### src/ipchk_pkg.sv
// Shared types and constants for the IP address string check unit.
`default_nettype none

package ipchk_pkg;

    // Default depth of the word queue between the front and back parts.
    localparam int QueueDepthDefault = 2;

    // Characters that the classifier picks out.
    localparam logic [7:0] CHAR_NUL     = 8'h00;
    localparam logic [7:0] CHAR_COLON   = 8'h3A;
    localparam logic [7:0] CHAR_DOT     = 8'h2E;
    localparam logic [7:0] CHAR_BRACKET = 8'h5B;
    localparam logic [7:0] CHAR_ZERO    = 8'h30;
    localparam logic [7:0] CHAR_NINE    = 8'h39;
    localparam logic [7:0] CHAR_LOW_A   = 8'h61;
    localparam logic [7:0] CHAR_LOW_F   = 8'h66;
    localparam logic [7:0] CHAR_UP_A    = 8'h41;
    localparam logic [7:0] CHAR_UP_F    = 8'h46;

    // Class of one input byte as seen by the recognizers.
    typedef enum logic [2:0] {
        KIND_END     = 3'd0,
        KIND_COLON   = 3'd1,
        KIND_DOT     = 3'd2,
        KIND_DIGIT   = 3'd3,
        KIND_HEX     = 3'd4,
        KIND_BRACKET = 3'd5,
        KIND_OTHER   = 3'd6
    } kind_t;

    // A classified byte: its class and, for decimal digits, the digit value.
    typedef struct packed {
        kind_t      kind;
        logic [3:0] digit;
    } token_t;

endpackage

`default_nettype wire

### src/ip_address_string_check_unit.sv
// Top level of the IP address string check unit.
// The unit reads a text string one byte per word on the input channel and,
// when a zero byte arrives, delivers one output word whose is_address bit
// tells whether the text is a numeric IPv4 address, an IPv6 address or
// starts with a '[' bracket; all other bytes produce no output. One byte
// is accepted every clock cycle as long as the output side keeps up. A
// byte passes through the classifier register, the word queue and the
// recognizer stage in that order, and the recognizer registers the
// verdict for a string when it takes the zero byte of that string. The
// recognizer state lives in small counters and flags that are updated
// once per byte, which is what limits the rate to one byte per cycle.
// The QueueDepth words of queue let the front keep accepting bytes for a
// while after the output side starts to stall.
`default_nettype none

module ip_address_string_check_unit
#(
    parameter int QueueDepth = ipchk_pkg::QueueDepthDefault
)
(
    input  wire logic       clk,
    input  wire logic       rst_n,
    input  wire logic       in_valid,
    output logic            in_stall,
    input  wire logic [7:0] char_code,
    output logic            out_valid,
    input  wire logic       out_stall,
    output logic            is_address
);
    import ipchk_pkg::*;

    // Classified byte leaving the front part.
    logic   front_valid;
    logic   front_stall;
    token_t front_tok;

    // Word at the head of the queue, offered to the back part.
    logic   back_valid;
    logic   back_stall;
    token_t back_tok;

    // The front part turns each byte into a token and holds it in a register.
    ipchk_front u_front
    (
        .clk       (clk),
        .rst_n     (rst_n),
        .in_valid  (in_valid),
        .in_stall  (in_stall),
        .char_code (char_code),
        .tok_valid (front_valid),
        .tok_stall (front_stall),
        .tok       (front_tok)
    );

    // The queue lets the front keep taking bytes while the verdict waits.
    ipchk_queue #(
        .Depth (QueueDepth)
    ) u_queue
    (
        .clk      (clk),
        .rst_n    (rst_n),
        .wr_valid (front_valid),
        .wr_stall (front_stall),
        .wr_tok   (front_tok),
        .rd_valid (back_valid),
        .rd_stall (back_stall),
        .rd_tok   (back_tok)
    );

    // The back part runs both recognizers and owns the output register.
    ipchk_back u_back
    (
        .clk        (clk),
        .rst_n      (rst_n),
        .tok_valid  (back_valid),
        .tok_stall  (back_stall),
        .tok        (back_tok),
        .out_valid  (out_valid),
        .out_stall  (out_stall),
        .is_address (is_address)
    );

endmodule

`default_nettype wire

### src/ipchk_front.sv
// Front part: accepts bytes and classifies them into tokens.
`default_nettype none

module ipchk_front
(
    input  wire logic             clk,
    input  wire logic             rst_n,
    input  wire logic             in_valid,
    output logic                  in_stall,
    input  wire logic [7:0]       char_code,
    output logic                  tok_valid,
    input  wire logic             tok_stall,
    output ipchk_pkg::token_t     tok
);
    import ipchk_pkg::*;

    logic   valid_reg;
    logic   valid_next;
    token_t tok_reg;
    token_t tok_class;
    logic   load;

    always_comb
    begin
        tok_class.digit = char_code[3:0];
        if (char_code == CHAR_NUL)
        begin
            tok_class.kind = KIND_END;
        end
        else if (char_code == CHAR_COLON)
        begin
            tok_class.kind = KIND_COLON;
        end
        else if (char_code == CHAR_DOT)
        begin
            tok_class.kind = KIND_DOT;
        end
        else if (char_code >= CHAR_ZERO && char_code <= CHAR_NINE)
        begin
            tok_class.kind = KIND_DIGIT;
        end
        else if ((char_code >= CHAR_LOW_A && char_code <= CHAR_LOW_F) ||
                 (char_code >= CHAR_UP_A && char_code <= CHAR_UP_F))
        begin
            tok_class.kind = KIND_HEX;
        end
        else if (char_code == CHAR_BRACKET)
        begin
            tok_class.kind = KIND_BRACKET;
        end
        else
        begin
            tok_class.kind = KIND_OTHER;
        end
    end

    assign in_stall = valid_reg && tok_stall;
    assign load     = in_valid && !in_stall;

    always_comb
    begin
        valid_next = valid_reg;
        if (load)
        begin
            valid_next = 1'b1;
        end
        else if (!tok_stall)
        begin
            valid_next = 1'b0;
        end
    end

    always_ff @(posedge clk or negedge rst_n)
    begin
        if (!rst_n)
        begin
            valid_reg <= 1'b0;
        end
        else
        begin
            valid_reg <= valid_next;
        end
    end

    always_ff @(posedge clk)
    begin
        if (load)
        begin
            tok_reg <= tok_class;
        end
    end

    assign tok_valid = valid_reg;
    assign tok       = tok_reg;

endmodule

`default_nettype wire

### src/ipchk_queue.sv
// Small word queue that decouples the front part from the back part.
`default_nettype none

module ipchk_queue
#(
    parameter int Depth = ipchk_pkg::QueueDepthDefault
)
(
    input  wire logic              clk,
    input  wire logic              rst_n,
    input  wire logic              wr_valid,
    output logic                   wr_stall,
    input  wire ipchk_pkg::token_t wr_tok,
    output logic                   rd_valid,
    input  wire logic              rd_stall,
    output ipchk_pkg::token_t      rd_tok
);
    import ipchk_pkg::*;

    localparam int PtrW = (Depth > 1) ? $clog2(Depth) : 1;
    localparam int CntW = $clog2(Depth + 1);

    token_t            mem_reg [Depth];
    logic [PtrW-1:0]   wr_ptr_reg;
    logic [PtrW-1:0]   wr_ptr_next;
    logic [PtrW-1:0]   rd_ptr_reg;
    logic [PtrW-1:0]   rd_ptr_next;
    logic [CntW-1:0]   count_reg;
    logic [CntW-1:0]   count_next;
    logic              push;
    logic              pop;

    assign wr_stall = (count_reg == CntW'(Depth));
    assign rd_valid = (count_reg != '0);
    assign push     = wr_valid && !wr_stall;
    assign pop      = rd_valid && !rd_stall;
    assign rd_tok   = mem_reg[rd_ptr_reg];

    always_comb
    begin
        wr_ptr_next = wr_ptr_reg;
        rd_ptr_next = rd_ptr_reg;
        count_next  = count_reg;
        if (push)
        begin
            wr_ptr_next = (wr_ptr_reg == PtrW'(Depth - 1)) ? '0 : wr_ptr_reg + 1'b1;
        end
        if (pop)
        begin
            rd_ptr_next = (rd_ptr_reg == PtrW'(Depth - 1)) ? '0 : rd_ptr_reg + 1'b1;
        end
        if (push && !pop)
        begin
            count_next = count_reg + 1'b1;
        end
        else if (pop && !push)
        begin
            count_next = count_reg - 1'b1;
        end
    end

    always_ff @(posedge clk or negedge rst_n)
    begin
        if (!rst_n)
        begin
            wr_ptr_reg <= '0;
            rd_ptr_reg <= '0;
            count_reg  <= '0;
        end
        else
        begin
            wr_ptr_reg <= wr_ptr_next;
            rd_ptr_reg <= rd_ptr_next;
            count_reg  <= count_next;
        end
    end

    always_ff @(posedge clk)
    begin
        if (push)
        begin
            mem_reg[wr_ptr_reg] <= wr_tok;
        end
    end

endmodule

`default_nettype wire

### src/ipchk_back.sv
// Back part: runs the IPv6 and IPv4 recognizers and registers the verdict.
`default_nettype none

module ipchk_back
(
    input  wire logic              clk,
    input  wire logic              rst_n,
    input  wire logic              tok_valid,
    output logic                   tok_stall,
    input  wire ipchk_pkg::token_t tok,
    output logic                   out_valid,
    input  wire logic              out_stall,
    output logic                   is_address
);
    import ipchk_pkg::*;

    localparam logic [3:0] ColonSat   = 4'd15;
    localparam logic [3:0] ColonMax   = 4'd7;
    localparam logic [2:0] HexMax     = 3'd4;
    localparam logic [1:0] DigitMax   = 2'd3;
    localparam logic [2:0] DotsSat    = 3'd7;
    localparam logic [2:0] DotsNeeded = 3'd3;
    localparam logic [9:0] OctetMax   = 10'd255;
    localparam logic [9:0] OctetSat   = 10'd1023;

    typedef enum logic [1:0] {
        DECIDE_NONE = 2'd0,
        DECIDE_YES  = 2'd1,
        DECIDE_NO   = 2'd2
    } decide_t;

    logic       at_start_reg,   at_start_next;
    decide_t    decided_reg,    decided_next;
    logic       dot_seen_reg,   dot_seen_next;
    logic       v6_fail_reg,    v6_fail_next;
    logic [3:0] colons_reg,     colons_next;
    logic [2:0] hex_run_reg,    hex_run_next;
    logic       lone_reg,       lone_next;
    logic       dbl_used_reg,   dbl_used_next;
    logic       v4_fail_reg,    v4_fail_next;
    logic [2:0] dots_reg,       dots_next;
    logic [1:0] digit_run_reg,  digit_run_next;
    logic [9:0] octet_reg,      octet_next;
    logic       prev_dot_reg,   prev_dot_next;
    logic       out_valid_reg,  out_valid_next;
    logic       is_address_reg, is_address_next;

    logic        take;
    logic        verdict;
    logic [13:0] octet_prod;

    assign tok_stall = tok_valid && (tok.kind == KIND_END) && out_valid_reg && out_stall;
    assign take      = tok_valid && !tok_stall;

    always_comb
    begin
        if (decided_reg == DECIDE_YES)
        begin
            verdict = 1'b1;
        end
        else if (decided_reg != DECIDE_NONE || v6_fail_reg)
        begin
            verdict = 1'b0;
        end
        else if (!dot_seen_reg && colons_reg > ColonMax)
        begin
            verdict = 1'b0;
        end
        else if (!dot_seen_reg && colons_reg > 4'd1)
        begin
            verdict = 1'b1;
        end
        else
        begin
            verdict = !v4_fail_reg && (octet_reg <= OctetMax) && (dots_reg == DotsNeeded);
        end
    end

    assign octet_prod = {4'b0, octet_reg} * 14'd10 + {10'b0, tok.digit};

    always_comb
    begin
        at_start_next   = at_start_reg;
        decided_next    = decided_reg;
        dot_seen_next   = dot_seen_reg;
        v6_fail_next    = v6_fail_reg;
        colons_next     = colons_reg;
        hex_run_next    = hex_run_reg;
        lone_next       = lone_reg;
        dbl_used_next   = dbl_used_reg;
        v4_fail_next    = v4_fail_reg;
        dots_next       = dots_reg;
        digit_run_next  = digit_run_reg;
        octet_next      = octet_reg;
        prev_dot_next   = prev_dot_reg;
        out_valid_next  = out_valid_reg && out_stall;
        is_address_next = is_address_reg;

        if (take)
        begin
            if (tok.kind == KIND_END)
            begin
                out_valid_next  = 1'b1;
                is_address_next = verdict;
                at_start_next   = 1'b1;
                decided_next    = DECIDE_NONE;
                dot_seen_next   = 1'b0;
                v6_fail_next    = 1'b0;
                colons_next     = '0;
                hex_run_next    = '0;
                lone_next       = 1'b0;
                dbl_used_next   = 1'b0;
                v4_fail_next    = 1'b0;
                dots_next       = '0;
                digit_run_next  = '0;
                octet_next      = '0;
                prev_dot_next   = 1'b0;
            end
            else if (at_start_reg && tok.kind == KIND_BRACKET)
            begin
                at_start_next = 1'b0;
                decided_next  = DECIDE_YES;
            end
            else if (at_start_reg && tok.kind == KIND_DOT)
            begin
                at_start_next = 1'b0;
                decided_next  = DECIDE_NO;
            end
            else if (decided_reg == DECIDE_NONE)
            begin
                at_start_next = 1'b0;

                // IPv6 recognizer, active until the first dot or a fatal fault.
                if (!dot_seen_reg && !v6_fail_reg)
                begin
                    if (tok.kind == KIND_COLON)
                    begin
                        if (lone_reg)
                        begin
                            if (dbl_used_reg)
                            begin
                                v6_fail_next = 1'b1;
                            end
                            dbl_used_next = 1'b1;
                            lone_next     = 1'b0;
                        end
                        else
                        begin
                            lone_next = 1'b1;
                        end
                        if (colons_reg < ColonSat)
                        begin
                            colons_next = colons_reg + 1'b1;
                        end
                        hex_run_next = '0;
                    end
                    else
                    begin
                        lone_next = 1'b0;
                        if (tok.kind == KIND_DOT)
                        begin
                            dot_seen_next = 1'b1;
                        end
                        else if (tok.kind != KIND_DIGIT && tok.kind != KIND_HEX)
                        begin
                            v6_fail_next = 1'b1;
                        end
                        else if (hex_run_reg >= HexMax)
                        begin
                            v6_fail_next = 1'b1;
                        end
                        else
                        begin
                            hex_run_next = hex_run_reg + 1'b1;
                        end
                    end
                end

                // Dotted IPv4 recognizer, active for every byte while no early decision holds.
                if (tok.kind == KIND_DOT)
                begin
                    if (prev_dot_reg || octet_reg > OctetMax)
                    begin
                        v4_fail_next = 1'b1;
                    end
                    if (dots_reg < DotsSat)
                    begin
                        dots_next = dots_reg + 1'b1;
                    end
                    digit_run_next = '0;
                    octet_next     = '0;
                    prev_dot_next  = 1'b1;
                end
                else
                begin
                    prev_dot_next = 1'b0;
                    if (tok.kind != KIND_DIGIT)
                    begin
                        v4_fail_next = 1'b1;
                    end
                    else
                    begin
                        if (digit_run_reg >= DigitMax)
                        begin
                            v4_fail_next = 1'b1;
                        end
                        else
                        begin
                            digit_run_next = digit_run_reg + 1'b1;
                        end
                        octet_next = (octet_prod > {4'b0, OctetSat}) ? OctetSat
                                                                   : octet_prod[9:0];
                    end
                end
            end
            else
            begin
                at_start_next = 1'b0;
            end
        end
    end

    always_ff @(posedge clk or negedge rst_n)
    begin
        if (!rst_n)
        begin
            at_start_reg  <= 1'b1;
            decided_reg   <= DECIDE_NONE;
            dot_seen_reg  <= 1'b0;
            v6_fail_reg   <= 1'b0;
            colons_reg    <= '0;
            hex_run_reg   <= '0;
            lone_reg      <= 1'b0;
            dbl_used_reg  <= 1'b0;
            v4_fail_reg   <= 1'b0;
            dots_reg      <= '0;
            digit_run_reg <= '0;
            octet_reg     <= '0;
            prev_dot_reg  <= 1'b0;
            out_valid_reg <= 1'b0;
        end
        else
        begin
            at_start_reg  <= at_start_next;
            decided_reg   <= decided_next;
            dot_seen_reg  <= dot_seen_next;
            v6_fail_reg   <= v6_fail_next;
            colons_reg    <= colons_next;
            hex_run_reg   <= hex_run_next;
            lone_reg      <= lone_next;
            dbl_used_reg  <= dbl_used_next;
            v4_fail_reg   <= v4_fail_next;
            dots_reg      <= dots_next;
            digit_run_reg <= digit_run_next;
            octet_reg     <= octet_next;
            prev_dot_reg  <= prev_dot_next;
            out_valid_reg <= out_valid_next;
        end
    end

    always_ff @(posedge clk)
    begin
        is_address_reg <= is_address_next;
    end

    assign out_valid  = out_valid_reg;
    assign is_address = is_address_reg;

endmodule

`default_nettype wire

### config.mk
export PLATFORM = sky130hd
export DESIGN_NAME = ip_address_string_check_unit
export DESIGN_NICKNAME = d
export VERILOG_FILES = /design/src/ipchk_pkg.sv /design/src/ip_address_string_check_unit.sv /design/src/ipchk_front.sv /design/src/ipchk_queue.sv /design/src/ipchk_back.sv
export SDC_FILE = /design/constraint.sdc
export NUM_CORES = 1
export LEC_CHECK = 0
export ABC_CLOCK_PERIOD_IN_PS = 2700
export BUFFER_PORTS_ARGS = -buffer_cell sky130_fd_sc_hd__buf_2
export CAP_MARGIN = 0
export CORE_UTILIZATION = 35
export DETAILED_ROUTE_END_ITERATION = 12
export PLACE_DENSITY = 0.63
export SLEW_MARGIN = 20
export SYNTH_ARGS = -nofsm -noshare
export SYNTH_HDL_FRONTEND = slang
export SYNTH_SLANG_ARGS = --single-unit
### constraint.sdc
create_clock -name clk -period 2.7 [get_ports clk]
set_input_delay 0.135 -clock clk [delete_from_list [all_inputs] [get_ports clk]]
set_output_delay 0.135 -clock clk [all_outputs]
set_load 0.1 [all_outputs]
# ---- Word-level counts from Yosys, hierarchy flattened
# Memories as Yosys holds them, arrays and structs flattened.
# Index checks and enable logic that the tools add are counted.
dict set report word_totals {
  register_bits 45
  latch_bits 0
  ramBits 14
  romBits 0
  input_bits 12
  output_inout_bits 3
  elab_cells 238
  n_memories 1
}
# name depth word_bits read_ports rd_clocked_by_memory_dff write_ports line_no
set memory_table {}
lappend memory_table {u_queue.mem_reg 2 7 1 0 1 ipchk_queue.sv:23} ;# token_t mem_reg [Depth];
dict set report op_classes {
  n_addsub 9
  mul 1
  div_mod_pow 0
  magnitude_cmp 15
  eq_ne 23
  shifts 0
  n_mux 103
  bitwise 0
  reduce_logical 63
}
# cell count
set ops {}
lappend ops {{$mux 10} 7}
lappend ops {{$mux 1} 58}
lappend ops {{$mux 3} 15}
lappend ops {{$mux 2} 16}
lappend ops {{$mux 4} 7}
lappend ops {{$logic_and 1x1->1} 21}
lappend ops {{$reduce_and 7->1} 3}
lappend ops {{$reduce_bool 2->1} 10}
lappend ops {{$ne 3x1->1 const B} 6}
lappend ops {{$reduce_and 6->1} 3}
lappend ops {{$eq 8x6->1 const B} 2}
lappend ops {{$ge 8x7->1 const B} 2}
lappend ops {{$le 8x7->1 const B} 2}
lappend ops {{$add 14x4->14} 1}
lappend ops {{$gt 14x10->1 const B} 1}
lappend ops {{$mul 10x3->13 const B} 1}
lappend ops {{$gt 10x8->1 const B} 1}
lappend ops {{$le 10x8->1 const B} 1}
lappend ops {{$reduce_and 5->1} 2}
lappend ops {{$ne 3x2->1 const B} 3}
lappend ops {{$reduce_and 9->1} 1}
lappend ops {{$eq 8x7->1 const B} 1}
lappend ops {{$ge 8x6->1 const B} 1}
lappend ops {{$le 8x6->1 const B} 1}
lappend ops {{31 further kinds} 48}

# ---- Logic depth before layout (Yosys ltp)
# An unclocked memory read counts as a cell.
dict set report logic_depth {
  ltp_word 11
  depth_mapped 10
}

# ---- Cells and area by module
# From an unflattened synthesis, not the netlist that was laid out.
dict set report unflattened {
  hier_cells 357
  area_unflattened_um2 3604.7
}
# module n_inst cells_per_inst area_each_um2 seq_area_each_um2
set by_module_without_submodules {}
lappend by_module_without_submodules {ipchk_back 1 284 2493.6 832.0}
lappend by_module_without_submodules {ipchk_queue 1 41 716.9 520.5}
lappend by_module_without_submodules {ipchk_front 1 32 394.1 235.2}

# ---- Worst setup path after synthesis
# OpenSTA, ideal clock, no wires.
dict set report synth_timing {
  path_type {reg2reg}
  from {reg u_back.octet_reg[1]}
  to {reg u_back.octet_reg[0]}
  setup_ps 142
  arrival_time_ps 2610
  path_slack_ps -52
  path_stages_with_launch 11
  n_path_buf 0
  cell_sequence {dfrtp_1 ha_1 ha_1 inv_1 fa_1 nand2b_1 or2_2 nor4_2 nand3_1 o21ai_2 a31oi_1}
}
dict set report synth_between {
  elab_chain_cells 10
}
# item line_no
set synth_lines {}
lappend synth_lines {{start: declaration} ipchk_back.sv:43} ;# logic [9:0] octet_reg, octet_next;
lappend synth_lines {{start signal: assignment} ipchk_back.sv:255} ;# octet_reg <= octet_next;
lappend synth_lines {{$mul 10x3->13} ipchk_back.sv:79} ;# assign octet_prod = {4'b0, octet_reg} * 14'd10 + {10'b0, tok.digit};
lappend synth_lines {{$add 14x4->14} ipchk_back.sv:79}
lappend synth_lines {{$gt 14x10->1} ipchk_back.sv:211} ;# octet_next = (octet_prod > {4'b0, OctetSat}) ? OctetSat
lappend synth_lines {{$mux 10} ipchk_back.sv:211}
lappend synth_lines {{$mux 10} ipchk_back.sv:197} ;# if (tok.kind != KIND_DIGIT)
lappend synth_lines {{$mux 10} ipchk_back.sv:180} ;# if (tok.kind == KIND_DOT)
lappend synth_lines {{$mux 10} ipchk_back.sv:129} ;# else if (decided_reg == DECIDE_NONE)
lappend synth_lines {{$mux 10} ipchk_back.sv:124} ;# else if (at_start_reg && tok.kind == KIND_DOT)
lappend synth_lines {{$mux 10} ipchk_back.sv:119} ;# else if (at_start_reg && tok.kind == KIND_BRACKET)
lappend synth_lines {{$mux 10} ipchk_back.sv:101} ;# if (tok.kind == KIND_END)
# Every way passes these cells. The select of a mux whose other input is x is not followed.
# A chain may end at the register's enable or synchronous reset.

# ---- Final worst setup path
dict set report layout_timing {
  from {reg u_back.octet_reg[3]}
  to {reg u_back.octet_reg[7]}
}
dict set report layout_between {
  elab_chain_cells 10
}
# item line_no
set layout_lines {}
lappend layout_lines {{$mul 10x3->13 (*)} ipchk_back.sv:79}
lappend layout_lines {{$add 14x4->14 (*)} ipchk_back.sv:79}
lappend layout_lines {{$gt 14x10->1} ipchk_back.sv:211}
lappend layout_lines {{$mux 10 (*)} ipchk_back.sv:211}
lappend layout_lines {{$mux 10 (*)} ipchk_back.sv:197}
lappend layout_lines {{$mux 10 (*)} ipchk_back.sv:180}
lappend layout_lines {{$mux 10 (*)} ipchk_back.sv:129}
lappend layout_lines {{$mux 10 (*)} ipchk_back.sv:124}
lappend layout_lines {{$mux 10 (*)} ipchk_back.sv:119}
lappend layout_lines {{$mux 10 (*)} ipchk_back.sv:101}
# Mark *: on every way between the ends. The rest lies on a longest branch, timed or not. The select of a mux whose other input is x is not followed.

==> flow_summary.json <==
{
  "status": "complete, no violations",
  "clock_latency_ps": 340,
  "whs_ps": 36.0,
  "die_w_um": 105,
  "hold_end": "u_front.tok[0]$_DFFE_PP_",
  "place_congestion": 0.839,
  "min_delay_path_depth": 1,
  "syn_inst": 347,
  "grt_pass1_vias": 2809,
  "grt_pass1_wl_um": 13100,
  "critPathLaunchType": "flop",
  "critical_path.reg2reg.endpoint": "u_back.octet_reg[7]$_DFFE_PN0P_",
  "tightest_slew_ps": 832,
  "overflow": 0,
  "ant_nets": 0,
  "yosysTopAreaCellShare_pct": 24.4,
  "nNetsFinal": 434,
  "cts_buffers": 9,
  "timing.final.crit_share_pct": 96.8,
  "wl_um": 7640,
  "finalClockSkew_ps": 7.66,
  "timing.rr.start": "u_back.octet_reg[3]$_DFFE_PN0P_",
  "synth_nets": 389,
  "cts.clk_slew.worst_paths_ps": 70,
  "clock_sinks": 59,
  "areaGrowthSynthToFinish_pct": 19.2,
  "grtUsageTotal_pct": 14.8,
  "yosysTopAreaCell": "dfrtp_1",
  "cts_tree": "built",
  "setup_viol": 0,
  "required_ps": 2910,
  "crit_fanout": 8,
  "largest_reg_flops": 14,
  "ys_seq_elements": 59,
  "hold_path_class": "input pin to flop",
  "initial_core_util_pct": 35.9,
  "synth_edf_count": 22,
  "place_hpwl_um": 5670,
  "dr.pass1.iters": 4,
  "drv_cap": 0,
  "grt_max_degree": 38,
  "post_drt_via_cell_ratio": 5.31,
  "finalHoldViolCount": 0,
  "fmax_mhz": 383,
  "htreeDepth": 3,
  "drc": 0,
  "path_cells": "ha_1 > ha_1 > nor2b_1 > o311ai_1 > a31oi_1 > a211o_1 > inv_2 > a31oi_1",
  "numPortBuffers": 14,
  "reg2reg_depth": 8,
  "crit_path_top_delay_cell": "o311ai_1",
  "yosysSeqAreaShare_pct": 43.0,
  "final_max_slew_viol_count": 0,
  "hold_start": "char_code[0]",
  "register_area_um2": 1590,
  "fillCellCount": 978,
  "yosys_warnings": 0,
  "end_kind": "flop",
  "coreArea_um2": 10300,
  "synth_area_leaders": "dfrtp_1 24%, edfxtp_1 18%, ha_1 9.5%",
  "vias": 2832,
  "dieArea_um2": 11000,
  "avgSynthCellArea_um2": 10.6,
  "io_pins": 15,
  "wl_per_cell_um": 14.3,
  "netlist_area_um2": 3690,
  "r2r_slack_ps": 90,
  "cts-root-buf": "clkbuf_8",
  "synth.distinct_cells": 64,
  "antenna_found_initial": 0,
  "arrival_ps": 2820,
  "timing.final.crit_period_ps": 2610,
  "drt-initial-drc-count": 174,
  "die_h_um": 105,
  "diodes": 0,
  "drive_above_1_share_pct": 24.4,
  "postSynth.asyncResetShare_pct": 62.7,
  "slowest_delay_ps": 450,
  "rows": 37,
  "rsz0062_at_grt": "no",
  "clk_path_buf_depth": 2,
  "multi_input_area_um2": 2100,
  "synthFlopType": "dfrtp_1",
  "maxSlewHeadroom_pct": 44.5,
  "crit_type": "flop to flop"
}
-- how the worst max path moves through the flow --
| stage | from | endpoint |
|---|---|---|
| floorplan | u_back.octet_reg[1]$_DFFE_PN0P_ | u_back.octet_reg[0]$_DFFE_PN0P_ |
| finish | u_back.octet_reg[3]$_DFFE_PN0P_ | u_back.octet_reg[7]$_DFFE_PN0P_ |
| detailed placement | u_back.octet_reg[3]$_DFFE_PN0P_ | u_back.octet_reg[7]$_DFFE_PN0P_ |
| global placement | u_back.octet_reg[3]$_DFFE_PN0P_ | u_back.octet_reg[7]$_DFFE_PN0P_ |
| global route | u_back.octet_reg[3]$_DFFE_PN0P_ | u_back.octet_reg[7]$_DFFE_PN0P_ |
| CTS | u_back.octet_reg[3]$_DFFE_PN0P_ | u_back.octet_reg[4]$_DFFE_PN0P_ |
-- synthesized netlist by cell type, types with 2 or more instances --
cell      instances
a21oi_1          32
edfxtp_1         22
and2_1            3
a31oi_1          14
mux2_2            5
nand2b_1          7
or4b_2            2
nor3_4            2
a21o_1            6
mux2_1            2
xnor2_1           9
a311oi_1          2
nor2_1           35
nand4_1           2
mux2i_1           4
o21ai_1           2
nor3_1            8
a211oi_1          2
a32o_1            4
or3_1             2
nor2b_1           2
o21a_1            4
o22ai_1           3
or2_2             5
ha_1             28
dfrtp_1          36
buf_2             2
nor4b_4           2
nand3_1          10
xor2_1            6
nor3_2            2
a211o_1           2
nor4_1            5
nand2_1          11
nor4b_1           2
fa_1              2
inv_1            15
clkbuf_1          2
nor4_2            2
o21ai_0          17
-- cells in the final DEF, fill, tap and decap left out, types with 4 or more instances in the layout --
cell type / Yosys / routed
clkbuf_8: 0 / 9
xnor2_1: 9 / 9
o21ai_0: 17 / 17
ha_1: 28 / 25
mux2_2: 5 / 5
xor2_1: 6 / 6
nand2_1: 11 / 11
nand3_1: 10 / 8
nor2_1: 35 / 35
buf_2: 2 / 14
nor3_1: 8 / 8
nand2b_1: 7 / 6
or2_2: 5 / 4
inv_1: 15 / 14
a21o_1: 6 / 6
edfxtp_1: 22 / 22
mux2i_1: 4 / 4
dfrtp_1: 36 / 36
a31oi_1: 14 / 14
o21a_1: 4 / 4
a21oi_1: 32 / 32
nor4_1: 5 / 5
buf_4: 0 / 21
-- stage by stage --
step | setup slack (ps) | cells | setup TNS (ps) | cell area [um^2] | util (%)
final | 87.4 | 533 | 0 | 4400 | 42.8
after global routing | 1.87 | 533 | 0 | 4400 | 42.8
after CTS | 7.85 | 529 | 0 | 4320 | 42.0
after detailed placement | -90.1 | 509 | -789 | 4050 | 39.4
after global placement | -4.73 | 509 | -21.1 | 4050 | 39.4
after floorplan | 50.1 | 347 | 0 | 3710 | -
-- metal layers --
layer	global-route usage [%]	vias up	share of wire, %
met5	0	-	0
li1	-	1402	-
met4	6.44	0	1.5
met2	24.6	57	49
met3	2.50	11	3.7
met1	19.0	1362	46
-- timing repair --
action	CTS	global route
setup buffers	1	4
hold endpoints to repair	37	0
gates resized for setup	4	12
endpoints found under the setup margin	10	10
hold buffers	2	0
pin swaps	2	8
cloned	1	0
-- layout make-up --
class                      count  area share [%]
multi-input combinational    267            47.8
clock buffer                   9            2.81
inverter                      17            1.51
timing repair buffer          38            5.88
clock inverter                 7            2.10
sequential                    59            36.1
tap                          136            3.86
-- worst max-delay path: cells and delay by family (launching register included) --
family / cells / cell delay (ps)
compound gates: 4 / 1060
fa+ha+maj: 2 / 660
buf+inv: 1 / 160
flops: 1 / 430
simple gates: 1 / 160
-- cell families after synthesis --
kind of cell / after synthesis / share of synthesized area, %
adder cells (fa/ha/maj): 30 / 10.6
multiplexers: 14 / 4.61
AO/OA/AOI/OAI: 98 / 17.8
AND/OR/NAND/NOR: 109 / 17.9
buffers and inverters: 22 / 2.58
XOR/XNOR: 15 / 3.56
flip-flops: 59 / 43.0
Power is left out: the tool's default activity adds up to more than one toggle a clock period on the data nets, which glitch-free logic cannot reach.
